<file path="src/hw/rtl/sm3_pkg.sv">
`timescale 1ns / 1ps
// ----------------------------------------------------------------------------
// sm3_pkg
// Constants, word types and control structs shared by the SM3 hash engine.
// ----------------------------------------------------------------------------
package sm3_pkg;

   typedef logic [7:0][31:0] sm3_words_type;

   localparam logic [31:0] T_EARLY    = 32'h79cc4519;
   localparam logic [31:0] T_LATE     = 32'h7a879d8a;
   localparam logic [31:0] T_LATE_R16 = {T_LATE[15:0], T_LATE[31:16]};
   localparam logic [31:0] PAD_MARKER = {8'h80, 24'h000000};

   // element 0 (word A) is the rightmost entry
   localparam sm3_words_type SM3_IV = {
      32'hb0fb0e4e, 32'he38dee4d, 32'h163138aa, 32'ha96f30bc,
      32'hda8a0600, 32'h172442d7, 32'h4914b2b9, 32'h7380166f
   };

   localparam int unsigned ROUNDS   = 64;
   localparam int unsigned ROUND_W  = $clog2(ROUNDS);
   localparam int unsigned BLOCK_W  = 16;
   localparam int unsigned LAST_EARLY_ROUND = 15;

   typedef struct packed {
      logic load;
      logic step;
      logic early;
      logic t_switch;
   } sm3_round_ctl_type;

   typedef struct packed {
      logic shift;
      logic load;
   } sm3_sched_ctl_type;

   function automatic logic [31:0] rotl9(input logic [31:0] v);
      rotl9 = {v[22:0], v[31:23]};
   endfunction

   function automatic logic [31:0] p0(input logic [31:0] v);
      p0 = v ^ {v[22:0], v[31:23]} ^ {v[14:0], v[31:15]};
   endfunction

   function automatic logic [31:0] p1(input logic [31:0] v);
      p1 = v ^ {v[16:0], v[31:17]} ^ {v[8:0], v[31:9]};
   endfunction

endpackage

</file>
<file path="src/hw/rtl/sm3_channels.sv">
`timescale 1ns / 1ps
// ----------------------------------------------------------------------------
// sm3_channels
// Valid/ready channel interfaces for message requests and digest results.
// ----------------------------------------------------------------------------
interface sm3_req_if;
   logic        valid;
   logic        ready;
   logic [31:0] message_word;
   logic [2:0]  byte_count;
   logic        final_word;

   modport source (output valid, message_word, byte_count, final_word, input ready);
   modport sink   (input valid, message_word, byte_count, final_word, output ready);
endinterface

interface sm3_rsp_if;
   logic        valid;
   logic        ready;
   logic [31:0] digest_word;
   logic        digest_last;

   modport source (output valid, digest_word, digest_last, input ready);
   modport sink   (input valid, digest_word, digest_last, output ready);
endinterface

</file>
<file path="src/hw/rtl/sm3_sched.sv">
`timescale 1ns / 1ps
// ----------------------------------------------------------------------------
// sm3_sched
// Block buffer and message expansion as a sixteen-word sliding window.
// ----------------------------------------------------------------------------
module sm3_sched
   import sm3_pkg::*;
(
   input  logic              clock,
   input  sm3_sched_ctl_type ctl,
   input  logic [31:0]       push_word,
   output logic [31:0]       w0,
   output logic [31:0]       w4
);

   logic [BLOCK_W-1:0][31:0] win_ff;
   logic [31:0]              expand;
   logic [31:0]              w13;
   logic [31:0]              w3;

   assign w13    = win_ff[13];
   assign w3     = win_ff[3];
   assign expand = p1(win_ff[0] ^ win_ff[7] ^ {w13[16:0], w13[31:17]})
                 ^ {w3[24:0], w3[31:25]} ^ win_ff[10];

   assign w0 = win_ff[0];
   assign w4 = win_ff[4];

   always_ff @(posedge clock) begin
      if (ctl.shift) begin
         for (int i = 0; i < BLOCK_W - 1; i++) begin
            win_ff[i] <= win_ff[i+1];
         end
         win_ff[BLOCK_W-1] <= ctl.load ? push_word : expand;
      end
   end

endmodule

</file>
<file path="src/hw/rtl/sm3_round.sv">
`timescale 1ns / 1ps
// ----------------------------------------------------------------------------
// sm3_round
// Working registers A to H and the shared compression round.
// ----------------------------------------------------------------------------
module sm3_round
   import sm3_pkg::*;
(
   input  logic              clock,
   input  sm3_round_ctl_type ctl,
   input  sm3_words_type     cv,
   input  logic [31:0]       w0,
   input  logic [31:0]       w4,
   output sm3_words_type     round_next
);

   sm3_words_type work_ff;
   logic [31:0]   tconst_ff;
   logic [31:0]   tconst_in;
   logic [31:0]   a12, sum1, ss1, ss2, ff, gg, tt1, tt2;

   always_comb begin
      a12  = {work_ff[0][19:0], work_ff[0][31:20]};
      sum1 = a12 + work_ff[4] + tconst_ff;
      ss1  = {sum1[24:0], sum1[31:25]};
      ss2  = ss1 ^ a12;
      if (ctl.early) begin
         ff = work_ff[0] ^ work_ff[1] ^ work_ff[2];
         gg = work_ff[4] ^ work_ff[5] ^ work_ff[6];
      end else begin
         ff = (work_ff[0] & work_ff[1]) | (work_ff[0] & work_ff[2])
            | (work_ff[1] & work_ff[2]);
         gg = (work_ff[4] & work_ff[5]) | (~work_ff[4] & work_ff[6]);
      end
      tt1 = ff + work_ff[3] + ss2 + (w0 ^ w4);
      tt2 = gg + work_ff[7] + ss1 + w0;

      round_next[0] = tt1;
      round_next[1] = work_ff[0];
      round_next[2] = rotl9(work_ff[1]);
      round_next[3] = work_ff[2];
      round_next[4] = p0(tt2);
      round_next[5] = work_ff[4];
      round_next[6] = {work_ff[5][12:0], work_ff[5][31:13]};
      round_next[7] = work_ff[6];

      // constant kept pre-rotated by the round index
      if (ctl.t_switch) begin
         tconst_in = T_LATE_R16;
      end else begin
         tconst_in = {tconst_ff[30:0], tconst_ff[31]};
      end
   end

   always_ff @(posedge clock) begin
      if (ctl.load) begin
         work_ff   <= cv;
         tconst_ff <= T_EARLY;
      end else if (ctl.step) begin
         work_ff   <= round_next;
         tconst_ff <= tconst_in;
      end
   end

endmodule

</file>
<file path="src/hw/rtl/sm3_hash_engine.sv">
`timescale 1ns / 1ps
// ----------------------------------------------------------------------------
// sm3_hash_engine
// Streaming SM3 hash engine: 32-bit message requests in, 256-bit digest out.
// ----------------------------------------------------------------------------
// A request carrying a non-final word is taken while the engine is idle. Every
// sixteenth word stored, padding included, starts a compression, one round
// per cycle through the single round unit, with the message expansion worked
// out alongside in the sliding window; req_ready is low meanwhile. A final
// word adds the padding words, one or two compressions, and eight digest
// words of output, word A first, after which the engine returns to the
// initial value. No clearing pass follows reset.
// ----------------------------------------------------------------------------
module sm3_hash_engine
   import sm3_pkg::*;
(
   input  logic         clock,
   input  logic         reset,
   sm3_req_if.sink      req_chan,
   sm3_rsp_if.source    rsp_chan
);

   typedef enum logic [3:0] {
      ST_IDLE     = 4'b0001,
      ST_COMPRESS = 4'b0010,
      ST_PAD      = 4'b0100,
      ST_OUTPUT   = 4'b1000
   } sm3_state_type;

   sm3_state_type       state_ff, state_in;
   logic [3:0]          wp_ff, wp_in;
   logic [63:0]         bitlen_ff, bitlen_in;
   logic                marker_ff, marker_in;
   logic                hi_ff, hi_in;
   logic                done_ff, done_in;
   logic                pad_ff, pad_in;
   logic [ROUND_W-1:0]  round_ff, round_in;
   logic [2:0]          out_idx_ff, out_idx_in;
   sm3_words_type       cv_ff, cv_in;

   sm3_round_ctl_type   rctl;
   sm3_sched_ctl_type   sctl;
   sm3_words_type       round_next;
   logic [31:0]         w0, w4;
   logic                push;
   logic [31:0]         push_word;
   logic [2:0]          count;
   logic [31:0]         last_word;
   logic                req_acc, rsp_acc;

   assign req_acc = req_chan.valid && req_chan.ready;
   assign rsp_acc = rsp_chan.valid && rsp_chan.ready;

   assign req_chan.ready       = (state_ff == ST_IDLE);
   assign rsp_chan.valid       = (state_ff == ST_OUTPUT);
   assign rsp_chan.digest_word = cv_ff[out_idx_ff];
   assign rsp_chan.digest_last = (out_idx_ff == 3'd7);

   always_comb begin
      count = (req_chan.byte_count > 3'd4) ? 3'd4 : req_chan.byte_count;
      case (count)
         3'd0:    last_word = PAD_MARKER;
         3'd1:    last_word = {req_chan.message_word[31:24], 8'h80, 16'h0000};
         3'd2:    last_word = {req_chan.message_word[31:16], 8'h80, 8'h00};
         3'd3:    last_word = {req_chan.message_word[31:8], 8'h80};
         default: last_word = req_chan.message_word;
      endcase
   end

   always_comb begin
      state_in   = state_ff;
      wp_in      = wp_ff;
      bitlen_in  = bitlen_ff;
      marker_in  = marker_ff;
      hi_in      = hi_ff;
      done_in    = done_ff;
      pad_in     = pad_ff;
      round_in   = round_ff;
      out_idx_in = out_idx_ff;
      cv_in      = cv_ff;
      push       = 1'b0;
      push_word  = '0;
      rctl       = '0;
      sctl       = '0;

      unique case (state_ff)
         ST_IDLE: begin
            if (req_acc) begin
               if (!req_chan.final_word) begin
                  if (count != 3'd0) begin
                     bitlen_in = bitlen_ff + 64'd32;
                     push      = 1'b1;
                     push_word = req_chan.message_word;
                  end
               end else begin
                  bitlen_in = bitlen_ff + {58'd0, count, 3'b000};
                  push      = 1'b1;
                  push_word = last_word;
                  marker_in = (count == 3'd4);
                  pad_in    = 1'b1;
                  hi_in     = 1'b0;
                  done_in   = 1'b0;
               end
            end
         end
         ST_PAD: begin
            push = 1'b1;
            if (marker_ff) begin
               push_word = PAD_MARKER;
               marker_in = 1'b0;
            end else if (wp_ff == 4'd14) begin
               push_word = bitlen_ff[63:32];
               hi_in     = 1'b1;
            end else if (wp_ff == 4'd15 && hi_ff) begin
               push_word = bitlen_ff[31:0];
               done_in   = 1'b1;
            end
         end
         ST_COMPRESS: begin
            rctl.step     = 1'b1;
            rctl.early    = (round_ff <= ROUND_W'(LAST_EARLY_ROUND));
            rctl.t_switch = (round_ff == ROUND_W'(LAST_EARLY_ROUND));
            sctl.shift    = 1'b1;
            round_in      = round_ff + 1'b1;
            if (round_ff == ROUND_W'(ROUNDS - 1)) begin
               cv_in = cv_ff ^ round_next;
               if (done_ff) begin
                  state_in = ST_OUTPUT;
               end else if (pad_ff) begin
                  state_in = ST_PAD;
               end else begin
                  state_in = ST_IDLE;
               end
            end
         end
         ST_OUTPUT: begin
            if (rsp_acc) begin
               out_idx_in = out_idx_ff + 1'b1;
               if (out_idx_ff == 3'd7) begin
                  cv_in     = SM3_IV;
                  bitlen_in = '0;
                  wp_in     = '0;
                  pad_in    = 1'b0;
                  done_in   = 1'b0;
                  hi_in     = 1'b0;
                  marker_in = 1'b0;
                  state_in  = ST_IDLE;
               end
            end
         end
         default: state_in = ST_IDLE;
      endcase

      if (push) begin
         sctl.shift = 1'b1;
         sctl.load  = 1'b1;
         wp_in      = wp_ff + 1'b1;
         if (wp_ff == 4'd15) begin
            state_in  = ST_COMPRESS;
            rctl.load = 1'b1;
            round_in  = '0;
         end else if (pad_in) begin
            state_in = ST_PAD;
         end else begin
            state_in = ST_IDLE;
         end
      end
   end

   always_ff @(posedge clock) begin
      if (reset) begin
         state_ff   <= ST_IDLE;
         wp_ff      <= '0;
         bitlen_ff  <= '0;
         marker_ff  <= 1'b0;
         hi_ff      <= 1'b0;
         done_ff    <= 1'b0;
         pad_ff     <= 1'b0;
         round_ff   <= '0;
         out_idx_ff <= '0;
         cv_ff      <= SM3_IV;
      end else begin
         state_ff   <= state_in;
         wp_ff      <= wp_in;
         bitlen_ff  <= bitlen_in;
         marker_ff  <= marker_in;
         hi_ff      <= hi_in;
         done_ff    <= done_in;
         pad_ff     <= pad_in;
         round_ff   <= round_in;
         out_idx_ff <= out_idx_in;
         cv_ff      <= cv_in;
      end
   end

   sm3_sched u_sched (
      .clock     (clock),
      .ctl       (sctl),
      .push_word (push_word),
      .w0        (w0),
      .w4        (w4)
   );

   sm3_round u_round (
      .clock      (clock),
      .ctl        (rctl),
      .cv         (cv_ff),
      .w0         (w0),
      .w4         (w4),
      .round_next (round_next)
   );

   a_no_overlap: assert property (@(posedge clock) disable iff (reset)
      !(req_chan.ready && rsp_chan.valid))
      else $error("request taken while digest pending");

   a_compress_len: assert property (@(posedge clock) disable iff (reset)
      (state_ff == ST_COMPRESS && round_ff == ROUND_W'(ROUNDS - 1))
      |=> state_ff != ST_COMPRESS)
      else $error("compression ran past last round");

   a_block_full: assert property (@(posedge clock) disable iff (reset)
      $rose(state_ff == ST_COMPRESS) |-> wp_ff == 4'd0)
      else $error("compression started on partial block");

   a_restart: assert property (@(posedge clock) disable iff (reset)
      (rsp_acc && rsp_chan.digest_last)
      |=> (bitlen_ff == 64'd0 && wp_ff == 4'd0 && cv_ff == SM3_IV))
      else $error("state not returned to initial value");

endmodule

</file>
<file path="src/flat_wrapper.sv">
// flat-port wrapper written by rule: the top's interface ports become plain ports
module sm3_hash_engine_flat import sm3_pkg::*;
  (clock, reset, req_chan_valid, req_chan_message_word, req_chan_byte_count, req_chan_final_word, req_chan_ready, rsp_chan_valid, rsp_chan_digest_word, rsp_chan_digest_last, rsp_chan_ready);
  sm3_req_if req_chan_i ();
  sm3_rsp_if rsp_chan_i ();
  input  logic clock;
  input  logic reset;
  input wire logic [$bits(req_chan_i.valid)-1:0] req_chan_valid;
  input wire logic [$bits(req_chan_i.message_word)-1:0] req_chan_message_word;
  input wire logic [$bits(req_chan_i.byte_count)-1:0] req_chan_byte_count;
  input wire logic [$bits(req_chan_i.final_word)-1:0] req_chan_final_word;
  output wire logic [$bits(req_chan_i.ready)-1:0] req_chan_ready;
  output wire logic [$bits(rsp_chan_i.valid)-1:0] rsp_chan_valid;
  output wire logic [$bits(rsp_chan_i.digest_word)-1:0] rsp_chan_digest_word;
  output wire logic [$bits(rsp_chan_i.digest_last)-1:0] rsp_chan_digest_last;
  input wire logic [$bits(rsp_chan_i.ready)-1:0] rsp_chan_ready;
  assign req_chan_i.valid = req_chan_valid;
  assign req_chan_i.message_word = req_chan_message_word;
  assign req_chan_i.byte_count = req_chan_byte_count;
  assign req_chan_i.final_word = req_chan_final_word;
  assign req_chan_ready = req_chan_i.ready;
  assign rsp_chan_valid = rsp_chan_i.valid;
  assign rsp_chan_digest_word = rsp_chan_i.digest_word;
  assign rsp_chan_digest_last = rsp_chan_i.digest_last;
  assign rsp_chan_i.ready = rsp_chan_ready;
  sm3_hash_engine u_core (.clock(clock), .reset(reset), .req_chan(req_chan_i), .rsp_chan(rsp_chan_i));
endmodule
</file>
<file path="config.mk">
export PLATFORM = sky130hd
export DESIGN_NAME = sm3_hash_engine_flat
export DESIGN_NICKNAME = d
export VERILOG_FILES = /design/src/hw/rtl/sm3_pkg.sv /design/src/hw/rtl/sm3_channels.sv /design/src/hw/rtl/sm3_sched.sv /design/src/hw/rtl/sm3_round.sv /design/src/hw/rtl/sm3_hash_engine.sv /design/src/flat_wrapper.sv
export SDC_FILE = /design/constraint.sdc
export NUM_CORES = 2
export LEC_CHECK = 0
export BUFFER_PORTS_ARGS = -buffer_cell sky130_fd_sc_hd__buf_2
export CORE_ASPECT_RATIO = 0.6
export CORE_MARGIN = 5
export CORE_UTILIZATION = 44
export DETAILED_ROUTE_END_ITERATION = 10
export GPL_ROUTABILITY_DRIVEN = 0
export PLACE_DENSITY = 0.66
export SYNTH_ARGS = -nofsm -noshare
export SYNTH_HDL_FRONTEND = slang
export SYNTH_SLANG_ARGS = --single-unit
</file>
<file path="constraint.sdc">
create_clock -name clock -period 30.5 [get_ports clock]
set_clock_uncertainty 0.15 [all_clocks]
set_input_delay 7.625 -clock clock [delete_from_list [all_inputs] [get_ports clock]]
set_output_delay 7.625 -clock clock [all_outputs]
set_load 0.05 [all_outputs]
</file>
==> flow_summary.ini <==
[clock_tree]
ctsRootBufferMaster = clkbuf_16
cts_made_buffers = 107
clkLatencyLatePin_ns = 0.76
cts_tree = done
clk_pin_slew_ns = 0.06
cts_sinks = 1138
ctsHoldBuffers = 0
cts_buffer_depth = 3
ctsResizeCount = 0
post_cts_buffers = 0
ctsHtreeMaxLevel = 3

[synthesis]
synth-edff-count = 768
synthArstFlopShare_pct = 0
synthAdderAreaFrac_pct = 9.01
netlist_instances = 4998
yosysSeqAreaShare_pct = 53.8
synth-simple-area-share_pct = 12.2
synth_warnings = 0
synth_top_area_share_pct = 40.7
ys_types = 80
yosys-top-cells-area = edfxtp_1 (41%), dfxtp_1 (13%), fa_1 (6.7%), nand2_1 (5.8%), xnor2_1 (4.7%)
synth_ff_type = edfxtp_1
netlist_area_um2 = 56700
synth_xor_area_share_pct = 9.76
synth_nets = 5328
synth-seq-cells = 1138
synth_compound_area_share_pct = 8.06
netlist_top_cells_count = nand2_1 (881), edfxtp_1 (768), dfxtp_1 (370)
yosys.area.top_type = edfxtp_1
synth_mux_area_share_pct = 4.29
synth_top_family_by_area = simple AND/OR/NAND/NOR gates
synth.most_common_cell = nand2_1
syn_area_per_cell_um2 = 11.3

[power_and_ir_drop]
seq_power_share_pct = 36.3
cellPowerDensity_nw_per_um2 = 98.6
p_int_mw = 3.71
combPwrFrac_pct = 41.1
p_switching_mw = 2.46
switching_share_pct = 39.9
vdd_drop_max_v = 0.000132
finalPower_mw = 6.17
p_leak_nw = 23.8
power_frac_clock_pct = 22.5

[global_route]
grt_pass1_vias = 35900
gr-usage-all-layers_pct = 25.6
grt_max_degree = 208
antenna_found_initial = 14
grt-ovfl-total = 0
grt_pass1_wl_mm = 253

[route]
via_count = 39800
wl_mm = 177
drt_iter0_markers = 5905
drc = 0
first_pass_iters = 8
ant_nets = 0
vias_per_cell = 5.82
wl_per_cell_um = 25.9

[worst_setup_path]
crit_path_start_kind = register
worstSetupPathType = reg2out
worst_path_max_delay_cell = buf_4
required_ns = 22.73
crit_chain = buf_4 > mux4_2 > mux2_2 > buf_2
critPathMaxFanout = 38
slowest_delay_ns = 0.73
end_kind = primary output
crit_arrival_ns = 3.53

[cells_and_area]
drive_gt1_share_pct = 8.61
fin_util_pct = 48.7
fin_nets = 5359
area_growth_pct = 10.4

[floorplan]
fp-row-count = 102
start_util_pct = 44.1
io_pins = 75
die_x_um = 473
die_h_um = 288
dieArea_um2 = 136000
core-area_um2 = 129000

[placement]
port-buffer-count = 74
hpwl_mm = 128

[sta]
drv_slew = 2
finalCritPeriodShare_pct = 37.1
fmax_ghz = 0.0884
hold_violations = 0
slew_headroom_pct = -1.90
setup_tns_ns = 0
worst_pin_slew_ns = 1.52
rsz0062_at_grt = false
min_period_ns = 11.31
setup_violations = 0

[job]
cap_viol_max_count = 2

[worst_hold_path]
hp-class = reg2reg

[run_status]
status = complete, but fails checks
violations = capacitance limit, slew limit
==> critical path: cells and delay by family (launching register included) <==
family                 cells  cell delay, ns
multiplexers               2            0.96
buffers and inverters      2            0.95
flip-flops                 1            0.72
==> final cells by class <==
type | instances | area, um2
multi-input combinational | 3419 | 24600
clock buffer | 147 | 3010
clock inverter | 55 | 619
antenna | 6 | 15.0
fill | 11300 | 65900
sequential | 1138 | 30500
tap | 1716 | 2150
inverter | 243 | 912
timing repair buffer | 120 | 778
==> cells by family after synthesis <==
group	after synthesis
AOI/OAI and AO/OA	772
muxes	156
adders and majority gates	296
and+or+nand+nor	1583
xor gates and xnor gates	612
DFF	1138
buffers and inverters	441
==> final timing paths <==
path	slack (ns)	endpoint	depth (start not counted)	from
worst max-delay path	19.19	rsp_chan_digest_word[16]	4	u_core.out_idx_ff[1]
worst min register to register	0.24	u_core.u_sched.win_ff[282]	0	u_core.u_sched.win_ff[314]
worst min-delay path	0.24	u_core.u_sched.win_ff[282]	0	u_core.u_sched.win_ff[314]
worst max register to register	19.84	u_core.cv_ff[29]	29	u_core.u_round.round_next[53]
==> layer usage <==
layer	wire length (um)	up-vias	track usage, %
li1	-	17500	-
met1	78900	19900	39.7
met2	65000	2208	31.5
met3	27800	287	11.2
met4	5570	4	7.44
met5	25	-	0
==> power groups by stage <==
| stage | Clock (mW) | Combinational [mW] | Sequential (mW) |
|---|---|---|---|
| finish | 1.39 | 2.54 | 2.24 |
| global route | 1.48 | 2.66 | 2.26 |
| CTS | 1.41 | 2.43 | 2.24 |
| detailed placement | 0 | 2.41 | 2.27 |
| global placement | 0 | 2.38 | 2.26 |
| floorplan | 0 | 1.55 | 2.33 |
==> placed cells by master (no fill, tap or decap), types with 189 or more instances in the layout <==
master | Yosys | layout
o21ai_0 | 281 | 280
nand2_1 | 881 | 879
inv_1 | 242 | 242
edfxtp_1 | 768 | 768
xnor2_1 | 302 | 302
dfxtp_1 | 370 | 367
nor2_1 | 301 | 299
a21oi_1 | 252 | 251
xor2_1 | 298 | 298
fa_1 | 189 | 189
==> sequential cells by signal (all words and copies together) (netlist names), 61 cells and up <==
register                   flops
u_core.u_round.work_ff        64
u_core.u_round.round_next    192
u_core.bitlen_ff              61
u_core.u_sched.win_ff        384
u_core.cv_ff                 256
==> metrics by stage <==
stage | hold slack [ns] | cells | setup slack [ns] | area, um2
after global routing | 0.260 | 6839 | 19.12 | 62600
final | 0.244 | 6844 | 19.19 | 62600
after CTS | 0.242 | 6838 | 19.15 | 62600
after floorplan | 0.250 | 4998 | 9.65 | 56700
after detailed placement | 0.255 | 6636 | 18.80 | 58900
after global placement | 0.250 | 6636 | 18.90 | 58900
Note: power is estimated with default switching activity, not from simulation.
